### src/hw/rtl/i2cms_pkg.sv
// shared types, codes and constants of the i2c master transfer sequencer
package i2cms_pkg;

  // default transfer buffer depth
  localparam int BUFFER_DEPTH_DEF = 256;

  // action codes
  localparam logic [2:0] ACT_LOAD        = 3'd0;
  localparam logic [2:0] ACT_READ        = 3'd1;
  localparam logic [2:0] ACT_START_WRITE = 3'd2;
  localparam logic [2:0] ACT_START_READ  = 3'd3;
  localparam logic [2:0] ACT_BUS_EVENT   = 3'd4;

  // engine status codes, prescaler bits masked
  localparam logic [7:0] BC_BUS_ERROR   = 8'h00;
  localparam logic [7:0] BC_START       = 8'h08;
  localparam logic [7:0] BC_REP_START   = 8'h10;
  localparam logic [7:0] BC_MT_SLA_ACK  = 8'h18;
  localparam logic [7:0] BC_MT_SLA_NACK = 8'h20;
  localparam logic [7:0] BC_MT_DATA_ACK = 8'h28;
  localparam logic [7:0] BC_MT_DATA_NACK = 8'h30;
  localparam logic [7:0] BC_ARB_LOST    = 8'h38;
  localparam logic [7:0] BC_MR_SLA_ACK  = 8'h40;
  localparam logic [7:0] BC_MR_SLA_NACK = 8'h48;
  localparam logic [7:0] BC_MR_DATA_ACK = 8'h50;
  localparam logic [7:0] BC_MR_DATA_NACK = 8'h58;

  // bus commands
  localparam logic [2:0] CMD_NONE  = 3'd0;
  localparam logic [2:0] CMD_START = 3'd1;
  localparam logic [2:0] CMD_SEND  = 3'd2;
  localparam logic [2:0] CMD_STEP  = 3'd3;
  localparam logic [2:0] CMD_STOP  = 3'd4;

  // transfer status
  localparam logic [2:0] ST_COMPLETE = 3'd0;
  localparam logic [2:0] ST_WORKING  = 3'd1;
  localparam logic [2:0] ST_NOSLAVE  = 3'd2;
  localparam logic [2:0] ST_DATANACK = 3'd3;
  localparam logic [2:0] ST_ARBLOST  = 3'd4;
  localparam logic [2:0] ST_BUSERR   = 3'd5;

  // input item
  typedef struct packed {
    logic [2:0] action;
    logic [6:0] slave_addr;
    logic [7:0] byte_count;
    logic       no_stop;
    logic [7:0] buf_index;
    logic [7:0] buf_data;
    logic [7:0] bus_code;
    logic [7:0] rx_byte;
  } in_item_t;

  // result item
  typedef struct packed {
    logic [7:0] tx_data;
    logic       tx_valid;
    logic [2:0] bus_command;
    logic       ack_enable;
    logic [2:0] status;
    logic       busy_res;
    logic [7:0] read_data;
    logic       done_pulse;
  } out_item_t;

  // buffer access controls from the sequencer
  typedef struct packed {
    logic rd_en;
    logic wr_en;
  } mem_ctl_t;

  // result fields settled at accept, buffer data joins them in the merge stage
  typedef struct packed {
    logic       tx_from_mem;
    logic [7:0] tx_const;
    logic       tx_valid;
    logic [2:0] bus_command;
    logic       ack_enable;
    logic [2:0] status;
    logic       rd_from_mem;
    logic       done_pulse;
  } pend_t;

endpackage

### src/hw/rtl/i2c_master_transfer_sequencer.sv
// i2c master transfer sequencer top level
//
// Use: each input transfer carries one action: load or read a transfer
// buffer byte, start a write or read transfer, or present an engine status
// code (bus event) with the received byte. Every accepted input transfer
// produces exactly one result transfer that tells the engine what to load,
// which bus command to issue, the ack enable and the transfer status.
// Pipeline: an accepted item is registered in the merge stage, which waits
// for the buffer ram read data, then the output register holds the result.
// Throughput: one item per cycle while out_ready is high. Transfer state
// updates at accept and the buffer ram is a single port accessed at most
// once per item at accept, so a following item always sees what the
// previous one wrote.
// Reset (rst_n low, synchronous): status complete, counters and flags zero,
// pipeline empty. Buffer contents are undefined until written.
// Stall: when out_ready is low the output register and merge stage hold,
// and in_ready drops once both are full; nothing is dropped or repeated.
module i2c_master_transfer_sequencer #(
  parameter int BUFFER_DEPTH = i2cms_pkg::BUFFER_DEPTH_DEF
) (
  input  logic                  clk,
  input  logic                  rst_n,
  input  logic                  in_valid,
  output logic                  in_ready,
  input  i2cms_pkg::in_item_t   in_item,
  output logic                  out_valid,
  input  logic                  out_ready,
  output i2cms_pkg::out_item_t  out_item
);
  import i2cms_pkg::*;

  localparam int AW = $clog2(BUFFER_DEPTH);

  logic          in_fire;
  mem_ctl_t      mem_ctl;
  logic [AW-1:0] mem_addr;
  logic [7:0]    mem_wdata;
  logic [7:0]    mem_rdata;
  pend_t         pend;

  assign in_fire = in_valid && in_ready;

  // sequencer
  i2cms_ctrl #(.BUFFER_DEPTH(BUFFER_DEPTH)) u_ctrl (
    .clk       (clk),
    .rst_n     (rst_n),
    .in_fire   (in_fire),
    .in_item   (in_item),
    .mem_ctl   (mem_ctl),
    .mem_addr  (mem_addr),
    .mem_wdata (mem_wdata),
    .pend      (pend)
  );

  // transfer buffer
  i2cms_buf_mem #(.BUFFER_DEPTH(BUFFER_DEPTH)) u_buf_mem (
    .clk       (clk),
    .mem_ctl   (mem_ctl),
    .mem_addr  (mem_addr),
    .mem_wdata (mem_wdata),
    .mem_rdata (mem_rdata)
  );

  // result pipeline
  i2cms_result_pipe u_result_pipe (
    .clk       (clk),
    .rst_n     (rst_n),
    .in_fire   (in_fire),
    .pend      (pend),
    .mem_rdata (mem_rdata),
    .in_ready  (in_ready),
    .out_valid (out_valid),
    .out_ready (out_ready),
    .out_item  (out_item)
  );

endmodule

### src/hw/rtl/i2cms_buf_mem.sv
// transfer buffer: single port synchronous ram with registered read data
module i2cms_buf_mem #(
  parameter int BUFFER_DEPTH = i2cms_pkg::BUFFER_DEPTH_DEF
) (
  input  logic                            clk,
  input  i2cms_pkg::mem_ctl_t             mem_ctl,
  input  logic [$clog2(BUFFER_DEPTH)-1:0] mem_addr,
  input  logic [7:0]                      mem_wdata,
  output logic [7:0]                      mem_rdata
);
  import i2cms_pkg::*;

  logic [7:0] mem [BUFFER_DEPTH];
  logic [7:0] rdata_r;

  // write port
  always_ff @(posedge clk) begin
    if (mem_ctl.wr_en) begin
      mem[mem_addr] <= mem_wdata;
    end
  end

  // read port, data held until the next read
  always_ff @(posedge clk) begin
    if (mem_ctl.rd_en) begin
      rdata_r <= mem[mem_addr];
    end
  end

  assign mem_rdata = rdata_r;

endmodule

### src/hw/rtl/i2cms_ctrl.sv
// transfer sequencer: decodes actions and bus events, keeps transfer state
module i2cms_ctrl #(
  parameter int BUFFER_DEPTH = i2cms_pkg::BUFFER_DEPTH_DEF
) (
  input  logic                            clk,
  input  logic                            rst_n,
  input  logic                            in_fire,
  input  i2cms_pkg::in_item_t             in_item,
  output i2cms_pkg::mem_ctl_t             mem_ctl,
  output logic [$clog2(BUFFER_DEPTH)-1:0] mem_addr,
  output logic [7:0]                      mem_wdata,
  output i2cms_pkg::pend_t                pend
);
  import i2cms_pkg::*;

  localparam int AW = $clog2(BUFFER_DEPTH);
  localparam logic [AW-1:0] PTR_LAST = AW'(BUFFER_DEPTH - 1);
  localparam logic [8:0]    DEPTH9   = 9'(BUFFER_DEPTH);

  logic [7:0]    addr_byte_r, addr_byte_nxt;
  logic [7:0]    remaining_r, remaining_nxt;
  logic [AW-1:0] ptr_r, ptr_nxt;
  logic          sup_stop_r, sup_stop_nxt;
  logic [2:0]    status_r, status_nxt;
  logic          ack_r, ack_nxt;

  logic          idx_ok;
  logic [AW-1:0] ptr_inc;
  logic [7:0]    rem_dec;

  // state registers
  always_ff @(posedge clk) begin
    if (!rst_n) begin
      addr_byte_r <= '0;
      remaining_r <= '0;
      ptr_r       <= '0;
      sup_stop_r  <= 1'b0;
      status_r    <= ST_COMPLETE;
      ack_r       <= 1'b0;
    end else if (in_fire) begin
      addr_byte_r <= addr_byte_nxt;
      remaining_r <= remaining_nxt;
      ptr_r       <= ptr_nxt;
      sup_stop_r  <= sup_stop_nxt;
      status_r    <= status_nxt;
      ack_r       <= ack_nxt;
    end
  end

  assign idx_ok  = ({1'b0, in_item.buf_index} < DEPTH9);
  assign ptr_inc = (ptr_r == PTR_LAST) ? '0 : ptr_r + AW'(1);
  assign rem_dec = (remaining_r != 8'd0) ? remaining_r - 8'd1 : 8'd0;

  // next state, buffer access and result fields
  always_comb begin
    addr_byte_nxt = addr_byte_r;
    remaining_nxt = remaining_r;
    ptr_nxt       = ptr_r;
    sup_stop_nxt  = sup_stop_r;
    status_nxt    = status_r;
    ack_nxt       = ack_r;

    mem_ctl.rd_en = 1'b0;
    mem_ctl.wr_en = 1'b0;
    mem_addr      = ptr_r;
    mem_wdata     = in_item.rx_byte;

    pend.tx_from_mem = 1'b0;
    pend.tx_const    = 8'd0;
    pend.tx_valid    = 1'b0;
    pend.bus_command = CMD_NONE;
    pend.rd_from_mem = 1'b0;
    pend.done_pulse  = 1'b0;

    case (in_item.action)
      ACT_LOAD: begin
        mem_addr      = in_item.buf_index[AW-1:0];
        mem_wdata     = in_item.buf_data;
        mem_ctl.wr_en = in_fire && idx_ok;
      end
      ACT_READ: begin
        mem_addr         = in_item.buf_index[AW-1:0];
        mem_ctl.rd_en    = in_fire && idx_ok;
        pend.rd_from_mem = idx_ok;
      end
      ACT_START_WRITE, ACT_START_READ: begin
        addr_byte_nxt = {in_item.slave_addr, (in_item.action == ACT_START_READ)};
        remaining_nxt = in_item.byte_count;
        ptr_nxt       = '0;
        status_nxt    = ST_WORKING;
        if (in_item.action == ACT_START_WRITE) begin
          sup_stop_nxt = in_item.no_stop;
        end
        pend.bus_command = CMD_START;
      end
      ACT_BUS_EVENT: begin
        case (in_item.bus_code)
          BC_START, BC_REP_START: begin
            pend.tx_const    = addr_byte_r;
            pend.tx_valid    = 1'b1;
            pend.bus_command = CMD_SEND;
          end
          BC_MT_SLA_ACK, BC_MT_DATA_ACK: begin
            if (remaining_r == 8'd0) begin
              status_nxt       = ST_COMPLETE;
              pend.bus_command = sup_stop_r ? CMD_NONE : CMD_STOP;
              pend.done_pulse  = 1'b1;
            end else begin
              // next payload byte comes from the buffer
              mem_ctl.rd_en    = in_fire;
              pend.tx_from_mem = 1'b1;
              pend.tx_valid    = 1'b1;
              ptr_nxt          = ptr_inc;
              remaining_nxt    = remaining_r - 8'd1;
              pend.bus_command = CMD_STEP;
            end
          end
          BC_MT_SLA_NACK, BC_MR_SLA_NACK: begin
            status_nxt       = ST_NOSLAVE;
            pend.bus_command = CMD_STOP;
          end
          BC_MT_DATA_NACK: begin
            status_nxt       = ST_DATANACK;
            pend.bus_command = CMD_STOP;
          end
          BC_ARB_LOST: begin
            status_nxt       = ST_ARBLOST;
            pend.bus_command = CMD_STEP;
          end
          BC_MR_SLA_ACK: begin
            if (remaining_r == 8'd0) begin
              status_nxt       = ST_COMPLETE;
              pend.bus_command = CMD_STOP;
            end else begin
              ack_nxt          = (remaining_r != 8'd1);
              pend.bus_command = CMD_STEP;
            end
          end
          BC_MR_DATA_ACK, BC_MR_DATA_NACK: begin
            // store received byte at the pointer
            mem_ctl.wr_en = in_fire;
            ptr_nxt       = ptr_inc;
            remaining_nxt = rem_dec;
            if (rem_dec == 8'd1) begin
              ack_nxt = 1'b0;
            end
            if (rem_dec == 8'd0) begin
              status_nxt       = ST_COMPLETE;
              pend.bus_command = CMD_STOP;
              pend.done_pulse  = 1'b1;
            end else begin
              pend.bus_command = CMD_STEP;
            end
          end
          BC_BUS_ERROR: begin
            status_nxt       = ST_BUSERR;
            pend.bus_command = CMD_STOP;
          end
          default: begin
          end
        endcase
      end
      default: begin
      end
    endcase

    pend.ack_enable = ack_nxt;
    pend.status     = status_nxt;
  end

endmodule

### src/hw/rtl/i2cms_result_pipe.sv
// result path: merge stage for buffer read data and output register
module i2cms_result_pipe (
  input  logic                   clk,
  input  logic                   rst_n,
  input  logic                   in_fire,
  input  i2cms_pkg::pend_t       pend,
  input  logic [7:0]             mem_rdata,
  output logic                   in_ready,
  output logic                   out_valid,
  input  logic                   out_ready,
  output i2cms_pkg::out_item_t   out_item
);
  import i2cms_pkg::*;

  logic      s1_v_r;
  pend_t     s1_r;
  logic      out_v_r;
  out_item_t out_r;
  out_item_t merged;
  logic      s1_move;

  assign s1_move  = s1_v_r && (!out_v_r || out_ready);
  assign in_ready = !s1_v_r || !out_v_r || out_ready;

  // combine settled fields with the buffer read data
  always_comb begin
    merged.tx_data     = s1_r.tx_from_mem ? mem_rdata : s1_r.tx_const;
    merged.tx_valid    = s1_r.tx_valid;
    merged.bus_command = s1_r.bus_command;
    merged.ack_enable  = s1_r.ack_enable;
    merged.status      = s1_r.status;
    merged.busy_res    = (s1_r.status == ST_WORKING);
    merged.read_data   = s1_r.rd_from_mem ? mem_rdata : 8'd0;
    merged.done_pulse  = s1_r.done_pulse;
  end

  // valid flags
  always_ff @(posedge clk) begin
    if (!rst_n) begin
      s1_v_r  <= 1'b0;
      out_v_r <= 1'b0;
    end else begin
      if (in_fire) begin
        s1_v_r <= 1'b1;
      end else if (s1_move) begin
        s1_v_r <= 1'b0;
      end
      if (s1_move) begin
        out_v_r <= 1'b1;
      end else if (out_ready) begin
        out_v_r <= 1'b0;
      end
    end
  end

  // payload registers
  always_ff @(posedge clk) begin
    if (in_fire) begin
      s1_r <= pend;
    end
    if (s1_move) begin
      out_r <= merged;
    end
  end

  assign out_valid = out_v_r;
  assign out_item  = out_r;

endmodule
### config.mk
export PLATFORM = sky130hd
export DESIGN_NAME = i2c_master_transfer_sequencer
export DESIGN_NICKNAME = d
export VERILOG_FILES = /design/src/hw/rtl/i2cms_pkg.sv /design/src/hw/rtl/i2c_master_transfer_sequencer.sv /design/src/hw/rtl/i2cms_buf_mem.sv /design/src/hw/rtl/i2cms_ctrl.sv /design/src/hw/rtl/i2cms_result_pipe.sv
export SDC_FILE = /design/constraint.sdc
export NUM_CORES = 2
export LEC_CHECK = 0
export ABC_AREA = 1
export ABC_CLOCK_PERIOD_IN_PS = 4300
export BUFFER_PORTS_ARGS = -buffer_cell sky130_fd_sc_hd__buf_2
export CAP_MARGIN = 15
export CORE_MARGIN = 3
export CORE_UTILIZATION = 50
export DETAILED_ROUTE_END_ITERATION = 16
export PLACE_DENSITY = 0.65
export SLEW_MARGIN = 20
export SYNTH_ARGS = -nofsm -noshare
export SYNTH_HDL_FRONTEND = slang
export SYNTH_SLANG_ARGS = --single-unit
### constraint.sdc
create_clock -name clk -period 4.3 [get_ports clk]
set_input_delay 0.86 -clock clk [delete_from_list [all_inputs] [get_ports clk]]
set_output_delay 0.86 -clock clk [all_outputs]
set_load 0.01 [all_outputs]
==> results by group <==
GRT
  – Largest net degree at the start of global routing: 111
  – GR Util All Layers: 27.55%
  – Number of global-route vias before repair: 57800
  – Global-route wire length before repair: 372200 µm
  – GRT Residual Overflow: 0
  – Antenna violations before repair: 8

Outcome
  – Run status: complete, no violations

Synth
  – Avg Cell Area, Syn: 10.81 µm²
  – Post-synth net total: 8196
  – Synth Flop Type: edfxtp_1
  – Ys async rst share: 0%
  – Syn Inst Count: 8137
  – Netlist Area Pre-Place: 87950 µm²
  – EDFF count, synth: 2101
  – Register bit total from synthesis: 2132
  – Seq/Total Area, Yosys: 72.44%
  – Distinct cell type count after synthesis: 43
  – YS warnings: 0

Placed design
  – Placed Cells: 10650
  – PortBufs: 82
  – Placed inst area: 94240 µm²
  – GP Congestion: 0.9206
  – Post-DP HPWL: 152300 µm

Setup path
  – Crit-path most repeated cell: nand2_1
  – Slowest stage delay, CP: 0.47 ns
  – Critical Path AT: 4.26 ns
  – R2r setup slk: 0.62 ns
  – Critical Setup Path Class: reg -> reg
  – Slowest stage cell, crit path: o21ai_0
  – Crit-path cells: inv_1, nand2_1, nand2_8, buf_12, buf_12, nand2_1, nand2_1, nand2_1, nand2_1, nand2_1, nand2_1, o21ai_0, nand2_1, nor2_1, nor2_1, nor2_1, nand2_1
  – Worst-case reg-to-reg path depth: 17
  – Worst path bufs/invs: 3
  – Critical path's top delay family: simple AND/OR/NAND/NOR gates
  – Setup crit end kind: flop
  – CP required: 4.89 ns
  – Crit Path Max Fanout: 42
  – Worst Setup Start Kind: flop
  – Levels on crit path: 17

Drt
  – Final ANT Viol Nets: 0
  – Routed WL: 251100 µm
  – DRT Pass-1 Iters: 9
  – Mean number of vias per cell: 5.500
  – Max layer used: met5
  – Detailed-route via count: 60690
  – M1 WL: 101100 µm
  – Initial DRC count: 7756
  – Routed wl met2: 115400 µm
  – Met3 WL post-DR: 24980 µm
  – Wire per inst: 22.76 µm
  – DRC viols: 0

STA
  – Slew Viols, Final: 0
  – Worst Tran Pin Value: 1.069 ns
  – Final Hold Slack: 0.2453 ns
  – Worst slew margin: 28.55%
  – Final count of negative-setup-slack endpoints: 0
  – RSZ-0062 raised after global routing: no
  – Crit path time final: 3.679 ns
  – Crit share post-route: 85.56%
  – Skew final: 0.04548 ns
  – Max Fclk: 0.2718 GHz
  – Fin. Hold Viols: 0
  – Setup_tns: 0 ns

Clock network
  – Clk sinks: 2132
  – CTS root buf: clkbuf_16
  – CTS max path bufs: 3
  – Clock-pin slew on the worst setup and hold paths: 0.07 ns
  – Post-CTS setup buffers: 0
  – Post-CTS Resized: 0
  – CTS H-tree lvls: 4
  – CTS tree: done
  – Number of hold buffers added after CTS: 0
  – Total CTS buffers: 209
  – Worst-skew pair later-pin latency: 0.87 ns

Finish
  – Share of post-route cells with drive strength above 1: 10.90%
  – Design area: 100800 µm²
  – Syn-to-layout area delta: 14.61%
  – Fin nets: 8592
  – N_diodes: 0
  – Finished Layout Cells: 11030
  – Most frequent cells in the layout: 4284 x nand2_1, 2101 x edfxtp_1, 572 x nor2_1
  – Commonest non-fill, non-tap cell in the layout: nand2_1
  – Fillcell total: 14140

Pwr
  – Maximum vdd drop: 0.3299 mV
  – Pwr/cell area: 437.3 nW/µm²
  – LEAKAGE: 0.03932 µW

Flow run
  – Max-cap viol count: 0

Floorplan
  – Row cnt: 153
  – Die area: 181000 µm²
  – Initial Util: 50.43%
  – I/O pins: 83
  – Die width: 425.4 µm
  – Die Y: 425.4 µm
  – Core Footprint: 174400 µm²

Hold path
  – Hold path depth: 3
  – Hold Crit Class: in -> reg
-- state kept, by name, indices dropped and copies added (netlist names) --
name,cells
u_buf_mem.mem,2048
u_result_pipe.out_item,26
u_result_pipe.s1_r,10
u_result_pipe.merged,9
u_buf_mem.mem_rdata,8
u_ctrl.addr_byte_r,8
u_ctrl.ptr_r,8
u_ctrl.remaining_r,8
u_ctrl.status_r,3
u_ctrl.ack_r,1
u_ctrl.sup_stop_r,1
u_result_pipe.out_valid,1
u_result_pipe.s1_v_r,1
-- routing by layer --
metal | track usage [%] | vias to the layer above
met1 | 38.86 | 29270
met5 | 0 | -
met2 | 43.18 | 3167
met3 | 4.828 | 480
li1 | - | 27770
met4 | 10.07 | 4
-- worst min-delay path, cell delays in order --
cell     delay (ns)
buf_2          0.10
inv_1          0.04
a21oi_1        0.06
-- metrics by stage --
step	power, µW	worst slack (ns)	util [%]
3_3_place_gp	26720	0.05215	54.04
4_1_cts	44250	0.6702	57.80
6_report	44080	0.6208	57.80
2_1_floorplan	25420	0.4568	-
5_1_grt	45400	0.5002	57.80
3_5_place_dp	26760	0.01508	54.04
-- layout make-up --
cell class | count | area (µm²) | area share [%]
Clock buffer | 256 | 5459 | 5.415
Clock inverter | 131 | 1106 | 1.097
Multi-Input combinational cell | 5509 | 22030 | 21.86
Tap cell | 2325 | 2909 | 2.886
Timing Repair Buffer | 599 | 5280 | 5.238
Inverter | 82 | 307.8 | 0.3053
Sequential cell | 2132 | 63710 | 63.20
-- Yosys cell counts (5+ instances only) --
library cell,instances,area share (%)
nand2_1,4290,18
o21ai_1,33,0.19
nand3_1,311,1.8
nor3_1,10,0.057
a211oi_1,5,0.043
dfxtp_1,31,0.71
inv_1,73,0.31
nor2_2,8,0.057
o21ai_0,83,0.47
inv_2,9,0.038
clkbuf_1,84,0.36
buf_4,41,0.35
buf_2,247,1.4
mux2_2,16,0.20
edfxtp_1,2101,72
buf_1,27,0.12
buf_6,13,0.17
nand4_1,32,0.23
a21oi_1,98,0.56
nor2_1,574,2.4
-- path summary, 6_finish.rpt --
kind	from	endpoint
worst min-delay path	in_item[32]	u_ctrl.sup_stop_r$_SDFFE_PN0P_
worst max-delay path	u_ctrl.ptr_r[0]$_SDFFE_PN0P_	u_buf_mem.mem_rdata[7]$_DFFE_PP_
worst min register to register	u_result_pipe.merged[16]$_DFFE_PP_	u_result_pipe.out_item[16]$_DFFE_PP_
worst max register to register	u_ctrl.ptr_r[0]$_SDFFE_PN0P_	u_buf_mem.mem_rdata[7]$_DFFE_PP_
-- report_power, final --
group	internal, µW	leakage, µW	switching, µW
clock	9960	0.00322	7770
sequential	23000	0.0192	23.7
combinational	879	0.0169	2480
total	33800	0.0393	10300
-- logic make-up after synthesis --
family	after synthesis	share of synthesized area (%)
buf+inv	496	2.757
compound gates	238	1.433
fa+ha+maj	4	0.05691
simple gates	5248	23.08
xor+xnor	3	0.02988
mux	16	0.2049
flops	2132	72.44
Note: power is estimated with default switching activity, not from simulation.
